--- src/hw/rtl/cda_pkg.sv ---
// cda_pkg: shared constants, types and microcode table for the calendar date-time adder
// holds field layout of the stream words, month length logic and the sequencer program
// no dependencies
`default_nettype none

package cda_pkg;

    // working width of every date-time register in the datapath
    localparam int WORK_W = 8;
    typedef logic [WORK_W-1:0] t_work;

    // input field widths
    localparam int S_YEAR_W  = 7;
    localparam int S_MONTH_W = 4;
    localparam int S_DAY_W   = 5;
    localparam int S_HOUR_W  = 5;
    localparam int S_MIN_W   = 6;
    localparam int S_SEC_W   = 6;
    localparam int ADD_W     = 7;

    // input packing, first field in the lowest bits
    localparam int IN_S_YEAR_LSB  = 0;
    localparam int IN_S_MONTH_LSB = IN_S_YEAR_LSB + S_YEAR_W;
    localparam int IN_S_DAY_LSB   = IN_S_MONTH_LSB + S_MONTH_W;
    localparam int IN_S_HOUR_LSB  = IN_S_DAY_LSB + S_DAY_W;
    localparam int IN_S_MIN_LSB   = IN_S_HOUR_LSB + S_HOUR_W;
    localparam int IN_S_SEC_LSB   = IN_S_MIN_LSB + S_MIN_W;
    localparam int IN_A_YEAR_LSB  = IN_S_SEC_LSB + S_SEC_W;
    localparam int IN_A_MONTH_LSB = IN_A_YEAR_LSB + ADD_W;
    localparam int IN_A_DAY_LSB   = IN_A_MONTH_LSB + ADD_W;
    localparam int IN_A_HOUR_LSB  = IN_A_DAY_LSB + ADD_W;
    localparam int IN_A_MIN_LSB   = IN_A_HOUR_LSB + ADD_W;
    localparam int IN_A_SEC_LSB   = IN_A_MIN_LSB + ADD_W;
    localparam int IN_BITS        = IN_A_SEC_LSB + ADD_W;
    localparam int IN_TDATA_W     = ((IN_BITS + 7) / 8) * 8;

    // output field widths
    localparam int O_YEAR_W  = 8;
    localparam int O_MONTH_W = 4;
    localparam int O_DAY_W   = 5;
    localparam int O_HOUR_W  = 5;
    localparam int O_MIN_W   = 6;
    localparam int O_SEC_W   = 6;

    localparam int OUT_YEAR_LSB  = 0;
    localparam int OUT_MONTH_LSB = OUT_YEAR_LSB + O_YEAR_W;
    localparam int OUT_DAY_LSB   = OUT_MONTH_LSB + O_MONTH_W;
    localparam int OUT_HOUR_LSB  = OUT_DAY_LSB + O_DAY_W;
    localparam int OUT_MIN_LSB   = OUT_HOUR_LSB + O_HOUR_W;
    localparam int OUT_SEC_LSB   = OUT_MIN_LSB + O_MIN_W;
    localparam int OUT_BITS      = OUT_SEC_LSB + O_SEC_W;
    localparam int OUT_TDATA_W   = ((OUT_BITS + 7) / 8) * 8;

    // calendar limits
    localparam t_work SEC_LIMIT   = 8'd59;
    localparam t_work SEC_MOD     = 8'd60;
    localparam t_work MIN_LIMIT   = 8'd59;
    localparam t_work MIN_MOD     = 8'd60;
    localparam t_work HOUR_LIMIT  = 8'd23;
    localparam t_work HOUR_MOD    = 8'd24;
    localparam t_work MONTH_LIMIT = 8'd12;
    localparam t_work MONTH_MOD   = 8'd12;
    localparam t_work LEN_31      = 8'd31;
    localparam t_work LEN_30      = 8'd30;
    localparam t_work LEN_29      = 8'd29;
    localparam t_work LEN_28      = 8'd28;
    localparam t_work LEN_NONE    = 8'd0;
    localparam t_work YEAR_2100   = 8'd100;
    localparam t_work YEAR_2200   = 8'd200;

    localparam t_work M_JAN = 8'd1;
    localparam t_work M_FEB = 8'd2;
    localparam t_work M_MAR = 8'd3;
    localparam t_work M_APR = 8'd4;
    localparam t_work M_MAY = 8'd5;
    localparam t_work M_JUN = 8'd6;
    localparam t_work M_JUL = 8'd7;
    localparam t_work M_AUG = 8'd8;
    localparam t_work M_SEP = 8'd9;
    localparam t_work M_OCT = 8'd10;
    localparam t_work M_NOV = 8'd11;
    localparam t_work M_DEC = 8'd12;

    // datapath unit that a microcode step works on
    typedef enum logic [2:0] {
        U_SEC  = 3'd0,
        U_MIN  = 3'd1,
        U_HOUR = 3'd2,
        U_DAY  = 3'd3,
        U_MON  = 3'd4
    } t_unit;

    typedef logic [2:0] t_pc;

    localparam t_pc PC_SEC  = 3'd0;
    localparam t_pc PC_MIN  = 3'd1;
    localparam t_pc PC_HOUR = 3'd2;
    localparam t_pc PC_DAY  = 3'd3;
    localparam t_pc PC_MON  = 3'd4;

    // one control word: reduce while over the limit, else take the exit action
    typedef struct packed {
        t_unit unit;
        t_work limit;
        t_work modulus;
        t_pc   loop_pc;
        t_pc   exit_pc;
        logic  last;
    } t_ucode;

    function automatic t_ucode ucode_rom(input t_pc pc);
        t_ucode w;
        unique case (pc)
            PC_SEC:  w = t_ucode'{U_SEC, SEC_LIMIT, SEC_MOD, PC_SEC, PC_MIN, 1'b0};
            PC_MIN:  w = t_ucode'{U_MIN, MIN_LIMIT, MIN_MOD, PC_MIN, PC_HOUR, 1'b0};
            PC_HOUR: w = t_ucode'{U_HOUR, HOUR_LIMIT, HOUR_MOD, PC_HOUR, PC_DAY, 1'b0};
            // limit and modulus come from the month length
            PC_DAY:  w = t_ucode'{U_DAY, LEN_NONE, LEN_NONE, PC_DAY, PC_MON, 1'b0};
            PC_MON:  w = t_ucode'{U_MON, MONTH_LIMIT, MONTH_MOD, PC_MON, PC_SEC, 1'b1};
            default: w = t_ucode'{U_MON, MONTH_LIMIT, MONTH_MOD, PC_SEC, PC_SEC, 1'b1};
        endcase
        return w;
    endfunction

    // years 2100 and 2200 are not leap years, 2000 is
    function automatic logic is_leap(input t_work year);
        return (year[1:0] == 2'b00) && (year != YEAR_2100) && (year != YEAR_2200);
    endfunction

    // month outside january to december has no length
    function automatic t_work month_len(input t_work month, input t_work year);
        t_work len;
        unique case (month)
            M_JAN, M_MAR, M_MAY, M_JUL, M_AUG, M_OCT, M_DEC: len = LEN_31;
            M_APR, M_JUN, M_SEP, M_NOV:                      len = LEN_30;
            M_FEB:   len = is_leap(year) ? LEN_29 : LEN_28;
            default: len = LEN_NONE;
        endcase
        return len;
    endfunction

endpackage

`default_nettype wire

--- src/hw/rtl/calendar_datetime_adder_top.sv ---
// calendar_datetime_adder_top: adds a duration to a date-time, microcoded carry sequencer
// depends on cda_pkg for field layout, month lengths and the control word table
// sequence: on accept the request is loaded, then the seconds, minutes, hours, day and month
//   steps run in order, each repeated once per carry subtraction (the day step walks month by month)
// handshake: the next request is taken once the sequencer is free, while the previous
//   result may still wait in the output register
// reset: synchronous active low, clears the sequencer and the output valid
`default_nettype none

module calendar_datetime_adder_top (
    input  wire logic                           i_clk,
    input  wire logic                           i_rst_n,
    input  wire logic                           i_s_tvalid,
    output logic                                o_s_tready,
    // start_year, start_month, start_day, start_hour, start_minute, start_second,
    // add_years, add_months, add_days, add_hours, add_minutes, add_seconds, zero pad
    input  wire logic [cda_pkg::IN_TDATA_W-1:0] i_s_tdata,
    output logic                                o_m_tvalid,
    input  wire logic                           i_m_tready,
    // sum_year, sum_month, sum_day, sum_hour, sum_minute, sum_second, zero pad
    output logic [cda_pkg::OUT_TDATA_W-1:0]     o_m_tdata
);

    logic                             r_busy, n_busy;
    logic                             r_out_valid, n_out_valid;
    cda_pkg::t_pc                     r_pc, n_pc;

    cda_pkg::t_work                   r_sec, n_sec;
    cda_pkg::t_work                   r_min, n_min;
    cda_pkg::t_work                   r_hour, n_hour;
    cda_pkg::t_work                   r_day, n_day;
    cda_pkg::t_work                   r_mon, n_mon;
    cda_pkg::t_work                   r_year, n_year;
    logic [cda_pkg::ADD_W-1:0]        r_a_year, n_a_year;
    logic [cda_pkg::ADD_W-1:0]        r_a_mon, n_a_mon;
    logic [cda_pkg::ADD_W-1:0]        r_a_day, n_a_day;
    logic [cda_pkg::ADD_W-1:0]        r_a_hour, n_a_hour;
    logic [cda_pkg::ADD_W-1:0]        r_a_min, n_a_min;
    logic [cda_pkg::OUT_TDATA_W-1:0]  r_out_data, n_out_data;

    cda_pkg::t_ucode                  ctl;
    cda_pkg::t_work                   val, lim, modulus, diff, len, mon_inc;
    logic                             over, s_accept, out_free, stall;

    assign o_s_tready = !r_busy;
    assign o_m_tvalid = r_out_valid;
    assign o_m_tdata  = r_out_data;

    assign s_accept = i_s_tvalid && !r_busy;
    assign out_free = !r_out_valid || i_m_tready;

    // shared compare and subtract
    always_comb begin
        ctl = cda_pkg::ucode_rom(r_pc);
        len = cda_pkg::month_len(r_mon, r_year);
        unique case (ctl.unit)
            cda_pkg::U_SEC:  val = r_sec;
            cda_pkg::U_MIN:  val = r_min;
            cda_pkg::U_HOUR: val = r_hour;
            cda_pkg::U_DAY:  val = r_day;
            cda_pkg::U_MON:  val = r_mon;
            default:         val = r_mon;
        endcase
        lim     = (ctl.unit == cda_pkg::U_DAY) ? len : ctl.limit;
        modulus = (ctl.unit == cda_pkg::U_DAY) ? len : ctl.modulus;
        over    = val > lim;
        diff    = val - modulus;
        mon_inc = r_mon + cda_pkg::t_work'(1);
        stall   = ctl.last && !over && !out_free;
    end

    always_comb begin
        n_busy      = r_busy;
        n_pc        = r_pc;
        n_out_valid = r_out_valid && !i_m_tready;
        n_out_data  = r_out_data;
        n_sec       = r_sec;
        n_min       = r_min;
        n_hour      = r_hour;
        n_day       = r_day;
        n_mon       = r_mon;
        n_year      = r_year;
        n_a_year    = r_a_year;
        n_a_mon     = r_a_mon;
        n_a_day     = r_a_day;
        n_a_hour    = r_a_hour;
        n_a_min     = r_a_min;

        if (s_accept) begin
            n_busy   = 1'b1;
            n_pc     = cda_pkg::PC_SEC;
            n_sec    = cda_pkg::t_work'(i_s_tdata[cda_pkg::IN_S_SEC_LSB +: cda_pkg::S_SEC_W])
                     + cda_pkg::t_work'(i_s_tdata[cda_pkg::IN_A_SEC_LSB +: cda_pkg::ADD_W]);
            n_min    = cda_pkg::t_work'(i_s_tdata[cda_pkg::IN_S_MIN_LSB +: cda_pkg::S_MIN_W]);
            n_hour   = cda_pkg::t_work'(i_s_tdata[cda_pkg::IN_S_HOUR_LSB +: cda_pkg::S_HOUR_W]);
            n_day    = cda_pkg::t_work'(i_s_tdata[cda_pkg::IN_S_DAY_LSB +: cda_pkg::S_DAY_W]);
            n_mon    = cda_pkg::t_work'(i_s_tdata[cda_pkg::IN_S_MONTH_LSB +: cda_pkg::S_MONTH_W]);
            n_year   = cda_pkg::t_work'(i_s_tdata[cda_pkg::IN_S_YEAR_LSB +: cda_pkg::S_YEAR_W]);
            n_a_year = i_s_tdata[cda_pkg::IN_A_YEAR_LSB +: cda_pkg::ADD_W];
            n_a_mon  = i_s_tdata[cda_pkg::IN_A_MONTH_LSB +: cda_pkg::ADD_W];
            n_a_day  = i_s_tdata[cda_pkg::IN_A_DAY_LSB +: cda_pkg::ADD_W];
            n_a_hour = i_s_tdata[cda_pkg::IN_A_HOUR_LSB +: cda_pkg::ADD_W];
            n_a_min  = i_s_tdata[cda_pkg::IN_A_MIN_LSB +: cda_pkg::ADD_W];
        end else if (r_busy && !stall) begin
            n_pc = over ? ctl.loop_pc : ctl.exit_pc;
            unique case (ctl.unit)
                cda_pkg::U_SEC: begin
                    if (over) begin
                        n_sec = diff;
                        n_min = r_min + cda_pkg::t_work'(1);
                    end else begin
                        n_min = r_min + cda_pkg::t_work'(r_a_min);
                    end
                end
                cda_pkg::U_MIN: begin
                    if (over) begin
                        n_min  = diff;
                        n_hour = r_hour + cda_pkg::t_work'(1);
                    end else begin
                        n_hour = r_hour + cda_pkg::t_work'(r_a_hour);
                    end
                end
                cda_pkg::U_HOUR: begin
                    if (over) begin
                        n_hour = diff;
                        n_day  = r_day + cda_pkg::t_work'(1);
                    end else begin
                        n_day = r_day + cda_pkg::t_work'(r_a_day);
                    end
                end
                cda_pkg::U_DAY: begin
                    if (over) begin
                        n_day = diff;
                        if (mon_inc > cda_pkg::MONTH_LIMIT) begin
                            n_mon  = mon_inc - cda_pkg::MONTH_MOD;
                            n_year = r_year + cda_pkg::t_work'(1);
                        end else begin
                            n_mon = mon_inc;
                        end
                    end else begin
                        n_mon = r_mon + cda_pkg::t_work'(r_a_mon);
                    end
                end
                default: begin
                    if (over) begin
                        n_mon  = diff;
                        n_year = r_year + cda_pkg::t_work'(1);
                    end else begin
                        n_year = r_year + cda_pkg::t_work'(r_a_year);
                    end
                end
            endcase

            if (ctl.last && !over) begin
                n_busy      = 1'b0;
                n_out_valid = 1'b1;
                n_out_data  = '0;
                n_out_data[cda_pkg::OUT_YEAR_LSB +: cda_pkg::O_YEAR_W]   = n_year;
                n_out_data[cda_pkg::OUT_MONTH_LSB +: cda_pkg::O_MONTH_W] =
                    r_mon[cda_pkg::O_MONTH_W-1:0];
                n_out_data[cda_pkg::OUT_DAY_LSB +: cda_pkg::O_DAY_W]     =
                    r_day[cda_pkg::O_DAY_W-1:0];
                n_out_data[cda_pkg::OUT_HOUR_LSB +: cda_pkg::O_HOUR_W]   =
                    r_hour[cda_pkg::O_HOUR_W-1:0];
                n_out_data[cda_pkg::OUT_MIN_LSB +: cda_pkg::O_MIN_W]     =
                    r_min[cda_pkg::O_MIN_W-1:0];
                n_out_data[cda_pkg::OUT_SEC_LSB +: cda_pkg::O_SEC_W]     =
                    r_sec[cda_pkg::O_SEC_W-1:0];
            end
        end
    end

    always_ff @(posedge i_clk) begin
        if (!i_rst_n) begin
            r_busy      <= 1'b0;
            r_out_valid <= 1'b0;
            r_pc        <= cda_pkg::PC_SEC;
        end else begin
            r_busy      <= n_busy;
            r_out_valid <= n_out_valid;
            r_pc        <= n_pc;
        end
    end

    always_ff @(posedge i_clk) begin
        r_sec      <= n_sec;
        r_min      <= n_min;
        r_hour     <= n_hour;
        r_day      <= n_day;
        r_mon      <= n_mon;
        r_year     <= n_year;
        r_a_year   <= n_a_year;
        r_a_mon    <= n_a_mon;
        r_a_day    <= n_a_day;
        r_a_hour   <= n_a_hour;
        r_a_min    <= n_a_min;
        r_out_data <= n_out_data;
    end

endmodule

`default_nettype wire

--- config.mk ---
export PLATFORM = sky130hd
export DESIGN_NAME = calendar_datetime_adder_top
export DESIGN_NICKNAME = d
export VERILOG_FILES = /design/src/hw/rtl/cda_pkg.sv /design/src/hw/rtl/calendar_datetime_adder_top.sv
export SDC_FILE = /design/constraint.sdc
export NUM_CORES = 1
export LEC_CHECK = 0
export BUFFER_PORTS_ARGS = -buffer_cell sky130_fd_sc_hd__clkbuf_2
export CORE_MARGIN = 2
export CORE_UTILIZATION = 60
export DETAILED_ROUTE_END_ITERATION = 7
export MAX_ROUTING_LAYER = met4
export PLACE_DENSITY = 0.8
export REMOVE_ABC_BUFFERS = 1
export SYNTH_ARGS = -nofsm -noshare
export SYNTH_HDL_FRONTEND = slang
export SYNTH_SLANG_ARGS = --single-unit
--- constraint.sdc ---
create_clock -name i_clk -period 15.4 [get_ports i_clk]
set_input_delay 0 -clock i_clk [delete_from_list [all_inputs] [get_ports i_clk]]
set_output_delay 0 -clock i_clk [all_outputs]
set_load 0.01 [all_outputs]
# Yosys cells after proc, flatten, opt, wreduce, memory -nomap -nowiden

Cells that the tools add are included.

Bits in registers: 122
Input port bits: 84
Logic and storage cells: 150

$add $sub $neg: 13
$lt $le $gt $ge: 2
Equality and inequality tests: 28
Mux-type cells: 40
Bitwise logic cells: 3
Reductions and logical operators: 44

Operators by type and width:

| cell                                                                  | number |
|---|---|
| 26-bit case mux with 5 select lines                                   | 1 |
| 8-bit two-way mux                                                     | 14 |
| 8-bit case mux with 2 select lines                                    | 5 |
| 8-bit by 1-bit adder with 8-bit output (second input constant)        | 5 |
| 8-bit by 7-bit adder with 8-bit output                                | 5 |
| 8-bit by 4-bit == test with 1-bit output (second input constant)      | 5 |
| 8-bit by 3-bit == test with 1-bit output (second input constant)      | 4 |
| 8-bit case mux with 4 select lines                                    | 1 |
| 3-bit AND reduction                                                   | 10 |
| 5-bit two-way mux                                                     | 4 |
| 8-bit by 2-bit == test with 1-bit output (second input constant)      | 2 |
| 2-bit nonzero test                                                    | 8 |
| 5-bit case mux with 3 select lines                                    | 1 |
| 7-bit two-way mux                                                     | 2 |
| 3-bit by 2-bit == test with 1-bit output (second input constant)      | 4 |
| 6-bit two-way mux                                                     | 2 |
| 3-bit nonzero test                                                    | 4 |
| 3-bit != test (second input constant)                                 | 3 |
| 6-bit by 7-bit adder with 8-bit output                                | 1 |
| 8-bit by 1-bit == test with 1-bit output (second input constant)      | 1 |
| 8-bit by 4-bit > comparator with 1-bit output (second input constant) | 1 |
| 8-bit > comparator                                                    | 1 |
| 4-bit two-way mux                                                     | 2 |
| 8-bit by 7-bit != test with 1-bit output (second input constant)      | 1 |
| 20 further kinds                                                      | 43 |

# Depth between registers and ports, before layout

Gate-level depths: netlist (run 1).

Depth after elaboration: 14
Depth in mapped cells: 27
Mapped depth without buffers: 24

# Worst setup path after synthesis (run 1)

Ideal clock, no wire load.

Path kind: register to register
Start: register r_mon[0]
End: register r_out_data, in the netlist o_m_tdata[0] (enable)
Setup time: 0.447 ns
Arrival time: 5.220 ns
Required time: 14.953 ns
Path slack: 9.732 ns
Stages on the path, launching flop included: 17
Path buffers: 3
Clock period less this slack: 5.668 ns
Cell sequence: edfxtp_1 > clkbuf_1 > inv_1 > ha_1 > nor3_1 > maj3_1 > a221oi_1 > nor2_1 > o21ai_0 > nand2_1 > ha_1 > and3_1 > a41oi_1 > a21o_1 > buf_6 > buf_2 > nor4_2

Word-level cells in the longest chain between the ends: 11
Elaborated cells on any way between the ends: 24
Those cells by class: order compare: 1; eq/ne: 12; mux: 3; reduce/logical: 8

RTL lines:

| item                                                                   | line                                                                  | source |
|---|---|---|
| start: declaration                                                     | calendar_datetime_adder_top.sv:32                                     | `cda_pkg::t_work r_mon, n_mon;` |
| start signal: assignment                                               | calendar_datetime_adder_top.sv:190                                    | `r_mon <= n_mon;` |
| 8-bit by 1-bit == test with 1-bit output, or another cell as far along | cda_pkg.sv:133                                                        | `unique case (month)` |
| 7-bit OR reduction / 4-bit OR reduction (equally long branches)        | cda_pkg.sv:133                                                        |  |
| 5-bit case mux with 3 select lines                                     | cda_pkg.sv:133                                                        |  |
| 8-bit two-way mux                                                      | calendar_datetime_adder_top.sv:64                                     | `lim = (ctl.unit == cda_pkg::U_DAY) ? len : ctl.limit;` |
| 8-bit > comparator (*)                                                 | calendar_datetime_adder_top.sv:66                                     | `over = val > lim;` |
| 1-bit logical NOT (*)                                                  | calendar_datetime_adder_top.sv:69, calendar_datetime_adder_top.sv:154 |  |
| 1-bit logical AND (*)                                                  | calendar_datetime_adder_top.sv:69, calendar_datetime_adder_top.sv:154 |  |
| 1-bit logical AND                                                      | calendar_datetime_adder_top.sv:69                                     | `stall = ctl.last && !over && !out_free;` |
| 1-bit logical NOT                                                      | calendar_datetime_adder_top.sv:104                                    | `end else if (r_busy && !stall) begin` |
| 1-bit logical AND                                                      | calendar_datetime_adder_top.sv:104                                    |  |
| 3-bit AND reduction (no line) (*)                                      | -                                                                     |  |
| end signal: assignment                                                 | calendar_datetime_adder_top.sv:197                                    | `r_out_data <= n_out_data;` |
| end: declaration                                                       | calendar_datetime_adder_top.sv:39                                     | `logic [cda_pkg::OUT_TDATA_W-1:0] r_out_data, n_out_data;` |

Mark *: on every way between the ends. The rest lies on a longest branch, timed or not.
A chain may end at the register's enable or synchronous reset.

# Final worst setup path (run 1)

Start: register r_mon[1]
End: register r_min[6]

Word-level cells in the longest chain between the ends: 11
Elaborated cells on any way between the ends: 30
Those cells by class: add/sub: 1; order compare: 1; eq/ne: 13; mux: 7; reduce/logical: 8

RTL lines:

| item                                                                   | line                               | source |
|---|---|---|
| 8-bit by 1-bit == test with 1-bit output, or another cell as far along | cda_pkg.sv:133                     |  |
| 7-bit OR reduction / 4-bit OR reduction (equally long branches)        | cda_pkg.sv:133                     |  |
| 5-bit case mux with 3 select lines                                     | cda_pkg.sv:133                     |  |
| 8-bit two-way mux                                                      | calendar_datetime_adder_top.sv:64  |  |
| 8-bit > comparator                                                     | calendar_datetime_adder_top.sv:66  |  |
| 1-bit logical NOT                                                      | calendar_datetime_adder_top.sv:69  |  |
| 1-bit logical AND (2 in a row)                                         | calendar_datetime_adder_top.sv:69  |  |
| 1-bit logical NOT                                                      | calendar_datetime_adder_top.sv:104 |  |
| 1-bit logical AND                                                      | calendar_datetime_adder_top.sv:104 |  |
| 3-bit AND reduction (no line)                                          | -                                  |  |
| end signal: assignment                                                 | calendar_datetime_adder_top.sv:187 | `r_min <= n_min;` |
| end: declaration                                                       | calendar_datetime_adder_top.sv:29  | `cda_pkg::t_work r_min, n_min;` |

Parallel ways exist; a longest one is shown, timed or not. The select of a mux whose other input is x is not followed.

==> results of run 1 <==
-- flip-flops by register name, summed over array words and instances, names as in the netlist --
register / cells
o_m_tdata: 34
r_day: 8
r_hour: 8
r_min: 8
r_mon: 8
r_sec: 8
r_year: 8
r_a_day: 7
r_a_hour: 7
r_a_min: 7
r_a_mon: 7
r_a_year: 7
r_pc: 3
o_m_tvalid: 1
r_busy: 1
-- synth_stat cells (all sizes together) (3+ instances only) --
library cell / n / area (um2)
edfxtp: 104 / 3123
nand2: 84 / 317.8
a21oi: 66 / 345.3
nor2: 63 / 236.5
ha: 59 / 738.2
o21ai: 59 / 295.3
inv: 37 / 138.9
clkbuf: 28 / 105.1
and2: 23 / 143.9
xnor2: 23 / 201.4
buf: 21 / 145.1
nor3: 21 / 116.4
dfxtp: 18 / 360.4
a21o: 14 / 105.1
xor2: 14 / 122.6
mux2i: 13 / 133.9
nand3: 11 / 55.05
nor2b: 11 / 68.82
a211oi: 10 / 75.07
o31ai: 10 / 80.07
o211ai: 9 / 72.57
mux4: 8 / 180.2
nand4: 8 / 50.05
o21bai: 8 / 60.06
fa: 7 / 140.1
a211o: 6 / 52.55
a31oi: 6 / 37.54
and3: 6 / 37.54
mux2: 4 / 45.04
nand2b: 4 / 25.02
o21a: 4 / 30.03
or3: 4 / 25.02
nor3b: 3 / 22.52
o2bb2ai: 3 / 26.28
o41ai: 3 / 26.28
or2: 3 / 18.77
-- placed cells by master, fill, tap and decap left out, types with 5 or more instances in the layout --
cell type,instances
sky130_fd_sc_hd__o21ai_0,54
sky130_fd_sc_hd__a21oi_1,64
sky130_fd_sc_hd__a211o_1,6
sky130_fd_sc_hd__nand2_1,83
sky130_fd_sc_hd__nor2b_1,11
sky130_fd_sc_hd__buf_4,11
sky130_fd_sc_hd__o31ai_1,9
sky130_fd_sc_hd__a211oi_1,10
sky130_fd_sc_hd__nand3_1,11
sky130_fd_sc_hd__conb_1,6
sky130_fd_sc_hd__fa_1,7
sky130_fd_sc_hd__o21ai_1,5
sky130_fd_sc_hd__a31oi_1,6
sky130_fd_sc_hd__xor2_1,14
sky130_fd_sc_hd__a21o_1,14
sky130_fd_sc_hd__and3_1,6
sky130_fd_sc_hd__mux2i_1,12
sky130_fd_sc_hd__o211ai_1,8
sky130_fd_sc_hd__dfxtp_1,18
sky130_fd_sc_hd__inv_1,37
sky130_fd_sc_hd__nor2_1,63
sky130_fd_sc_hd__o21bai_1,8
sky130_fd_sc_hd__dlygate4sd3_1,64
sky130_fd_sc_hd__xnor2_1,23
sky130_fd_sc_hd__and2_1,22
sky130_fd_sc_hd__clkbuf_2,114
sky130_fd_sc_hd__mux4_2,8
sky130_fd_sc_hd__clkbuf_16,17
sky130_fd_sc_hd__ha_1,59
sky130_fd_sc_hd__nor3_1,20
sky130_fd_sc_hd__nand4_1,8
sky130_fd_sc_hd__edfxtp_1,104
-- worst paths after layout --
path                            depth (start not counted)             to
worst max-delay path                                   23       r_min[6]
worst min-delay path                                    4     o_m_tvalid
worst max register to register                         23       r_min[6]
worst min register to register                          0  o_m_tdata[30]
-- layout make-up --
cell class / instances / area, um2 / share of cell area
multi-input combinational: 606 / 4208 / 0.4231
sequential: 122 / 3483 / 0.3502
timing repair buffer: 189 / 1294 / 0.1301
clock buffer: 20 / 446.7 / 0.04491
tap: 176 / 220.2 / 0.02214
clock inverter: 12 / 151.4 / 0.01522
inverter: 38 / 142.6 / 0.01434
-- critical path, stage by stage (launching register included) --
cell,delay (ns)
sky130_fd_sc_hd__edfxtp_1,0.58
sky130_fd_sc_hd__inv_1,0.28
sky130_fd_sc_hd__ha_1,0.26
sky130_fd_sc_hd__nor3_1,0.09
sky130_fd_sc_hd__maj3_1,0.35
sky130_fd_sc_hd__a221oi_1,0.37
sky130_fd_sc_hd__nor2_1,0.07
sky130_fd_sc_hd__o21ai_0,0.22
sky130_fd_sc_hd__nand2_1,0.11
sky130_fd_sc_hd__ha_1,0.39
sky130_fd_sc_hd__and3_1,0.20
sky130_fd_sc_hd__a41oi_1,0.21
sky130_fd_sc_hd__a21oi_4,0.54
sky130_fd_sc_hd__nand2b_1,0.11
sky130_fd_sc_hd__ha_1,0.23
sky130_fd_sc_hd__inv_1,0.08
sky130_fd_sc_hd__fa_1,0.22
sky130_fd_sc_hd__nor2b_1,0.05
sky130_fd_sc_hd__o21ai_0,0.32
sky130_fd_sc_hd__a21boi_0,0.23
sky130_fd_sc_hd__o21a_1,0.23
sky130_fd_sc_hd__or3_1,0.30
sky130_fd_sc_hd__a31oi_1,0.17
sky130_fd_sc_hd__a21oi_1,0.09
-- power groups by stage --
| stage | sequential [mW] | combinational (mW) | clock [mW] |
|---|---|---|---|
| after floorplan | 0.434 | 0.298 | 0 |
| after global placement | 0.444 | 0.381 | 0 |
| after detailed placement | 0.445 | 0.395 | 0 |
| after CTS | 0.439 | 0.416 | 0.408 |
| after global routing | 0.443 | 0.470 | 0.423 |
| final | 0.440 | 0.423 | 0.407 |
-- what timing repair did --
item                      CTS  global route
hold buffers               64             0
hold endpoints to repair   67             0
resized for setup           0             0
-- metal layers --
metal	global-route usage	part of all wire
met4	0.1441	0.037
met3	0.06179	0.069
met2	0.5193	0.50
met1	0.3711	0.40
met5	-	0
-- cells by family after synthesis --
group                    after synthesis  share of synthesized area
adder cells (fa/ha/maj)               67                     0.1103
XOR/XNOR                              37                    0.04022
AO/OA/AOI/OAI                        224                     0.1784
AND/OR/NAND/NOR                      247                     0.1449
multiplexers                          25                    0.04457
other                                  1                  0.0004655
flip-flops                           122                     0.4324
buffers and inverters                 87                    0.04876
-- through the flow --
step                utilization  instance area (um2)  worst slack, ns  total power, mW
finish                   0.7540                 9946            9.568            1.270
global route             0.7540                 9946            9.062            1.336
CTS                      0.7540                 9946            9.564            1.263
detailed placement       0.6601                 8707            9.756           0.8399
global placement         0.6601                 8707            9.852           0.8251
floorplan                     -                 7825            9.729           0.7315
==> flow_summary.json, run 1 <==
{
  "htree_levels": 4,
  "worst_slew_margin_rel": 0.4332,
  "syn_avg_cell_area_um2": 9.946,
  "number_of_detailed_routing_iterations_run_before_antenna_repair": 6,
  "worstSetupStartpointType": "flop",
  "final.setup_skew_ns": 0.008357,
  "synthDistinctLibCells": 74,
  "area_of_the_mapped_netlist_um2": 8056,
  "drt_iter0_drc": 532,
  "cts-root-buf": "sky130_fd_sc_hd__clkbuf_16",
  "pin_count": 126,
  "timing.critical_path.from": "r_mon[1]",
  "grt_setup_unrepaired": "no",
  "maximum_fanout_along_the_worst_path": 20,
  "power.static_leakage_nw": 4.207,
  "synth_seq_cells": 122,
  "cts_num_sinks": 122,
  "final_total_negative_setup_slack_ns": 0,
  "max_cap_viol_count": 0,
  "hold_violations": 0,
  "clock_tree_from_tritoncts": "built",
  "place.gp.congestion": 0.8274,
  "yosysSeqAreaShare": 0.4324,
  "finalNetCount": 1124,
  "row_count": 42,
  "final_layout_size_suffix_gt1_frac": 0.1834,
  "grt_pass1_vias": 6961,
  "die_span_x_um": 119.9,
  "route.vias.total": 6943,
  "portBuffers": 114,
  "yosysWarnings": 0,
  "worst_r2r_startpoint": "r_mon[1]",
  "clock_tree.buffer_depth": 2,
  "dp_hpwl_um": 13520,
  "cts_made_buffers": 17,
  "ys.flop_type": "sky130_fd_sc_hd__edfxtp_1",
  "fp.dieArea_um2": 14370,
  "clock_pin_slew_worst_setup_and_hold_paths_ns": 0.06,
  "synth_edf_count": 104,
  "post-route-period-util": 0.3787,
  "timing.final.setup_violations": 0,
  "grt_max_degree": 48,
  "clock.fmax_mhz": 171.5,
  "antennaDiodeCount": 0,
  "initial_utilization": 0.6108,
  "final_period_minus_worst_setup_slack_ns": 5.832,
  "clk_latency_ns": 0.43,
  "worst_slew_pin_slew_ns": 0.8481,
  "run_status": "finished, final reports clean",
  "dieHeight_um": 119.9,
  "antenna_violations_before_repair": 0,
  "power.density_nw_per_um2": 127.7,
  "largest_vdd_supply_drop_mv": 0.1099,
  "sw_ratio": 0.3334,
  "layout-area-overhead-vs-synth_pct": 23.45,
  "finalWirelength_um": 20980,
  "detail-route-antenna-nets": 0,
  "holdCritPathClass": "in2reg",
  "core_outline_area_um2": 13190,
  "grt_usage": 0.3134,
  "clock_power_share": 0.320,
  "r2r_slack_ns": 9.57,
  "power.net_switching_mw": 0.4234,
  "slew_viol_final": 0,
  "critPathCaptureType": "flop",
  "final_cell_count_no_fill": 1163,
  "power_frac_comb": 0.333,
  "timing.setup.critical_path_class": "reg2reg",
  "worstPathArrival_ns": 6.13,
  "post_drt_via_cell_ratio": 5.970,
  "layout.filler_cells": 902,
  "holdWs_ns": 0.02506,
  "grt_first_pass_wirelength_um": 33750,
  "post-cts-setup-buffer-count": 0,
  "internal_power_mw": 0.8467,
  "ys_async_sr_fraction": 0,
  "placed_cells_incl_taps": 1067,
  "routed_wire_length_per_instance_um": 18.04,
  "critPathRequiredTime_ns": 15.70,
  "grt_overflow": 0,
  "drc_errors": 0,
  "synthCells": 810,
  "holdCritStartpoint": "i_m_tready",
  "seqPwrFrac": 0.347
}
Note: power is estimated with default switching activity, not from simulation.
==> inputs of run 2 (changes only) <==
- CORE_UTILIZATION: 60 -> 58
- PLACE_DENSITY: 0.8 -> 0.77
- clock period: 15.4 -> 5.7 ns (I/O delays scaled with it)
==> run 2 against run 1 <==
Highest routed layer unchanged. Wire length fell by 0.92%. Worst setup slack worse by 9.2 ns. Clock skew rose by 0.0033 ns. Flip-flop and latch count stayed put. Cell count is 2.1% higher. Clock power grew to 2.7 times the previous value. Register-to-register slack worse by 9.2 ns. Sequential power grew to 2.7 times the previous value. Die area is 3.3% higher. Combinational power increased to 2.8 times the previous value. Non-clock buffer count is 21 higher. Maximum frequency is 10% higher.
==> flow_summary.json, run 2 (same netlist as run 1, synthesis figures left out) <==
{
  "grt_max_degree": 47,
  "place.gp.congestion": 0.9189,
  "route.vias.total": 6961,
  "cts_num_sinks": 122,
  "worstPathArrival_ns": 5.59,
  "routed_wire_length_per_instance_um": 17.49,
  "r2r_slack_ns": 0.42,
  "critPathTopFamily": "compound AO/OA/AOI/OAI gates",
  "fin_ws_ns": 0.4160,
  "antennaDiodeCount": 0,
  "final_cell_count_no_fill": 1188,
  "worst_slew_pin_slew_ns": 0.7935,
  "grt_usage": 0.2957,
  "slew_viol_final": 0,
  "initial_utilization": 0.5872,
  "portBuffers": 114,
  "max_cap_viol_count": 0,
  "critical_path.reg2reg.endpoint": "r_min[6]",
  "holdCritStartpoint": "i_s_tdata[68]",
  "design_power_total_mw": 3.490,
  "most-common-layout-cells": "sky130_fd_sc_hd__clkbuf_2 (114), sky130_fd_sc_hd__edfxtp_1 (104), sky130_fd_sc_hd__nand2_1 (83), sky130_fd_sc_hd__dlygate4sd3_1 (65), sky130_fd_sc_hd__a21oi_1 (64)",
  "critical_path.n_buffers_inverters": 2,
  "timing.final.setup_violations": 0,
  "clk_latency_ns": 0.43,
  "final_period_minus_worst_setup_slack_ns": 5.284,
  "post-route-period-util": 0.9270,
  "grt_pass1_vias": 6806,
  "run_status": "finished, final reports clean",
  "grt_overflow": 0,
  "holdCritPathClass": "in2reg",
  "maximum_fanout_along_the_worst_path": 6,
  "cp_cell_sequence": "inv_1 -> ha_1 -> nor3_1 -> maj3_1 -> a221oi_1 -> nor2_1 -> o21ai_0 -> nand2_1 -> ha_1 -> a21o_1 -> a21oi_1 -> nand3b_1 -> a21oi_4 -> buf_4 -> and2_1 -> ha_1 -> nor2b_1 -> o21ai_0 -> a21boi_0 -> o21a_1 -> or3_1 -> a31oi_1 -> a21oi_1",
  "hold_violations": 0,
  "worst_r2r_startpoint": "r_mon[1]",
  "fp.dieArea_um2": 14850,
  "worstRegToRegCells": 23,
  "placed_cells_incl_taps": 1082,
  "layout-area-overhead-vs-synth_pct": 25.87,
  "worstSetupStartpointType": "flop",
  "critPathRequiredTime_ns": 6.00,
  "finalWirelength_um": 20780,
  "holdPathStages": 4,
  "cts-root-buf": "sky130_fd_sc_hd__clkbuf_16",
  "finalNetCount": 1146,
  "worst_path_max_delay_cell": "sky130_fd_sc_hd__edfxtp_1",
  "clock_tree_from_tritoncts": "built",
  "worst_hold_path.endpoint": "r_sec[0]",
  "dp_worst_setup_slack_ns": 0.4172,
  "clock_tree.buffer_depth": 2,
  "dp_hpwl_um": 13650,
  "grt_first_pass_wirelength_um": 32740,
  "dieHeight_um": 121.9,
  "worst_slew_margin_rel": 0.4672,
  "timing.setup.critical_path_class": "reg2reg",
  "final.setup_skew_ns": 0.01167,
  "htree_levels": 4,
  "core_outline_area_um2": 13720,
  "mostFrequentLayoutCell": "sky130_fd_sc_hd__clkbuf_2",
  "timing.critical_path.slowest_cell_delay_ns": 0.52,
  "critPathCaptureType": "flop",
  "cts_made_buffers": 17,
  "drc_errors": 0,
  "timing.critical_path.mode_cell": "sky130_fd_sc_hd__ha_1",
  "pin_count": 126,
  "final_total_negative_setup_slack_ns": 0,
  "number_of_detailed_routing_iterations_run_before_antenna_repair": 5,
  "drt_iter0_drc": 755,
  "post_drt_via_cell_ratio": 5.859,
  "largest_register_ffs": 34,
  "grt_setup_unrepaired": "no",
  "clock_pin_slew_worst_setup_and_hold_paths_ns": 0.06,
  "power.density_nw_per_um2": 344.2,
  "row_count": 43,
  "power.static_leakage_nw": 4.310,
  "largest_vdd_supply_drop_mv": 0.2558,
  "detail-route-antenna-nets": 0,
  "antenna_violations_before_repair": 0,
  "clock.fmax_mhz": 189.3,
  "final_layout_size_suffix_gt1_frac": 0.2014,
  "die_span_x_um": 121.9
}
run 2: cell type report:
class / instances / area [um2]
multi-input combinational: 607 / 4224
fill: 1004 / 3578
sequential: 122 / 3483
timing repair buffer: 210 / 1466
clock buffer: 17 / 425.4
tap: 180 / 225.2
clock inverter: 14 / 173.9
inverter: 38 / 142.6
run 2: worst max path at each step:
stage,from,endpoint,slack [ns],cells past startpoint
after floorplan,r_mon[1],o_m_tdata[0],0.03,13
after CTS,r_mon[0],r_min[6],0.37,23
after detailed placement,r_mon[0],r_min[6],0.42,24
after global routing,r_mon[0],r_min[6],0.05,22
final,r_mon[1],r_min[6],0.42,23
after global placement,r_mon[0],r_min[6],0.50,24
run 2: stage by stage:
step	area (um2)	utilization	hold WS [ns]
6_report	10140	0.7392	0.04962
5_1_grt	10140	0.7392	0.09483
4_1_cts	10040	0.7321	0.009935
3_5_place_dp	8795	0.6410	0.1786
3_3_place_gp	8795	0.6410	0.1772
2_1_floorplan	7825	-	0.09887
run 2: layer usage:
metal  GRT usage  part of all wire  up-vias
met3     0.06133             0.060       68
met5           -                 0        -
li1            -                 -     3336
met1      0.3454              0.41     3290
met2      0.4804              0.48      267
met4      0.1588             0.047        0
run 2: tightest hold or removal path, stage by stage:
cell,delay [ns]
sky130_fd_sc_hd__clkbuf_2,0.09
sky130_fd_sc_hd__ha_1,0.12
sky130_fd_sc_hd__nand2_1,0.08
sky130_fd_sc_hd__o21ai_0,0.07
run 2: where the power goes:
part	total (mW)	switching, mW	leakage [nW]	internal (mW)
registers	1.19	0.0901	1.13	1.10
logic	1.20	0.671	2.90	0.534
clock network	1.09	0.408	0.283	0.685
run 2: timing repair:
action                                  4_1_cts  5_1_grt
endpoints found under the setup margin        0        8
resized for setup                             0        1
buffers inserted                              0        9
hold buffers                                 65        0
hold endpoints to repair                     68        0
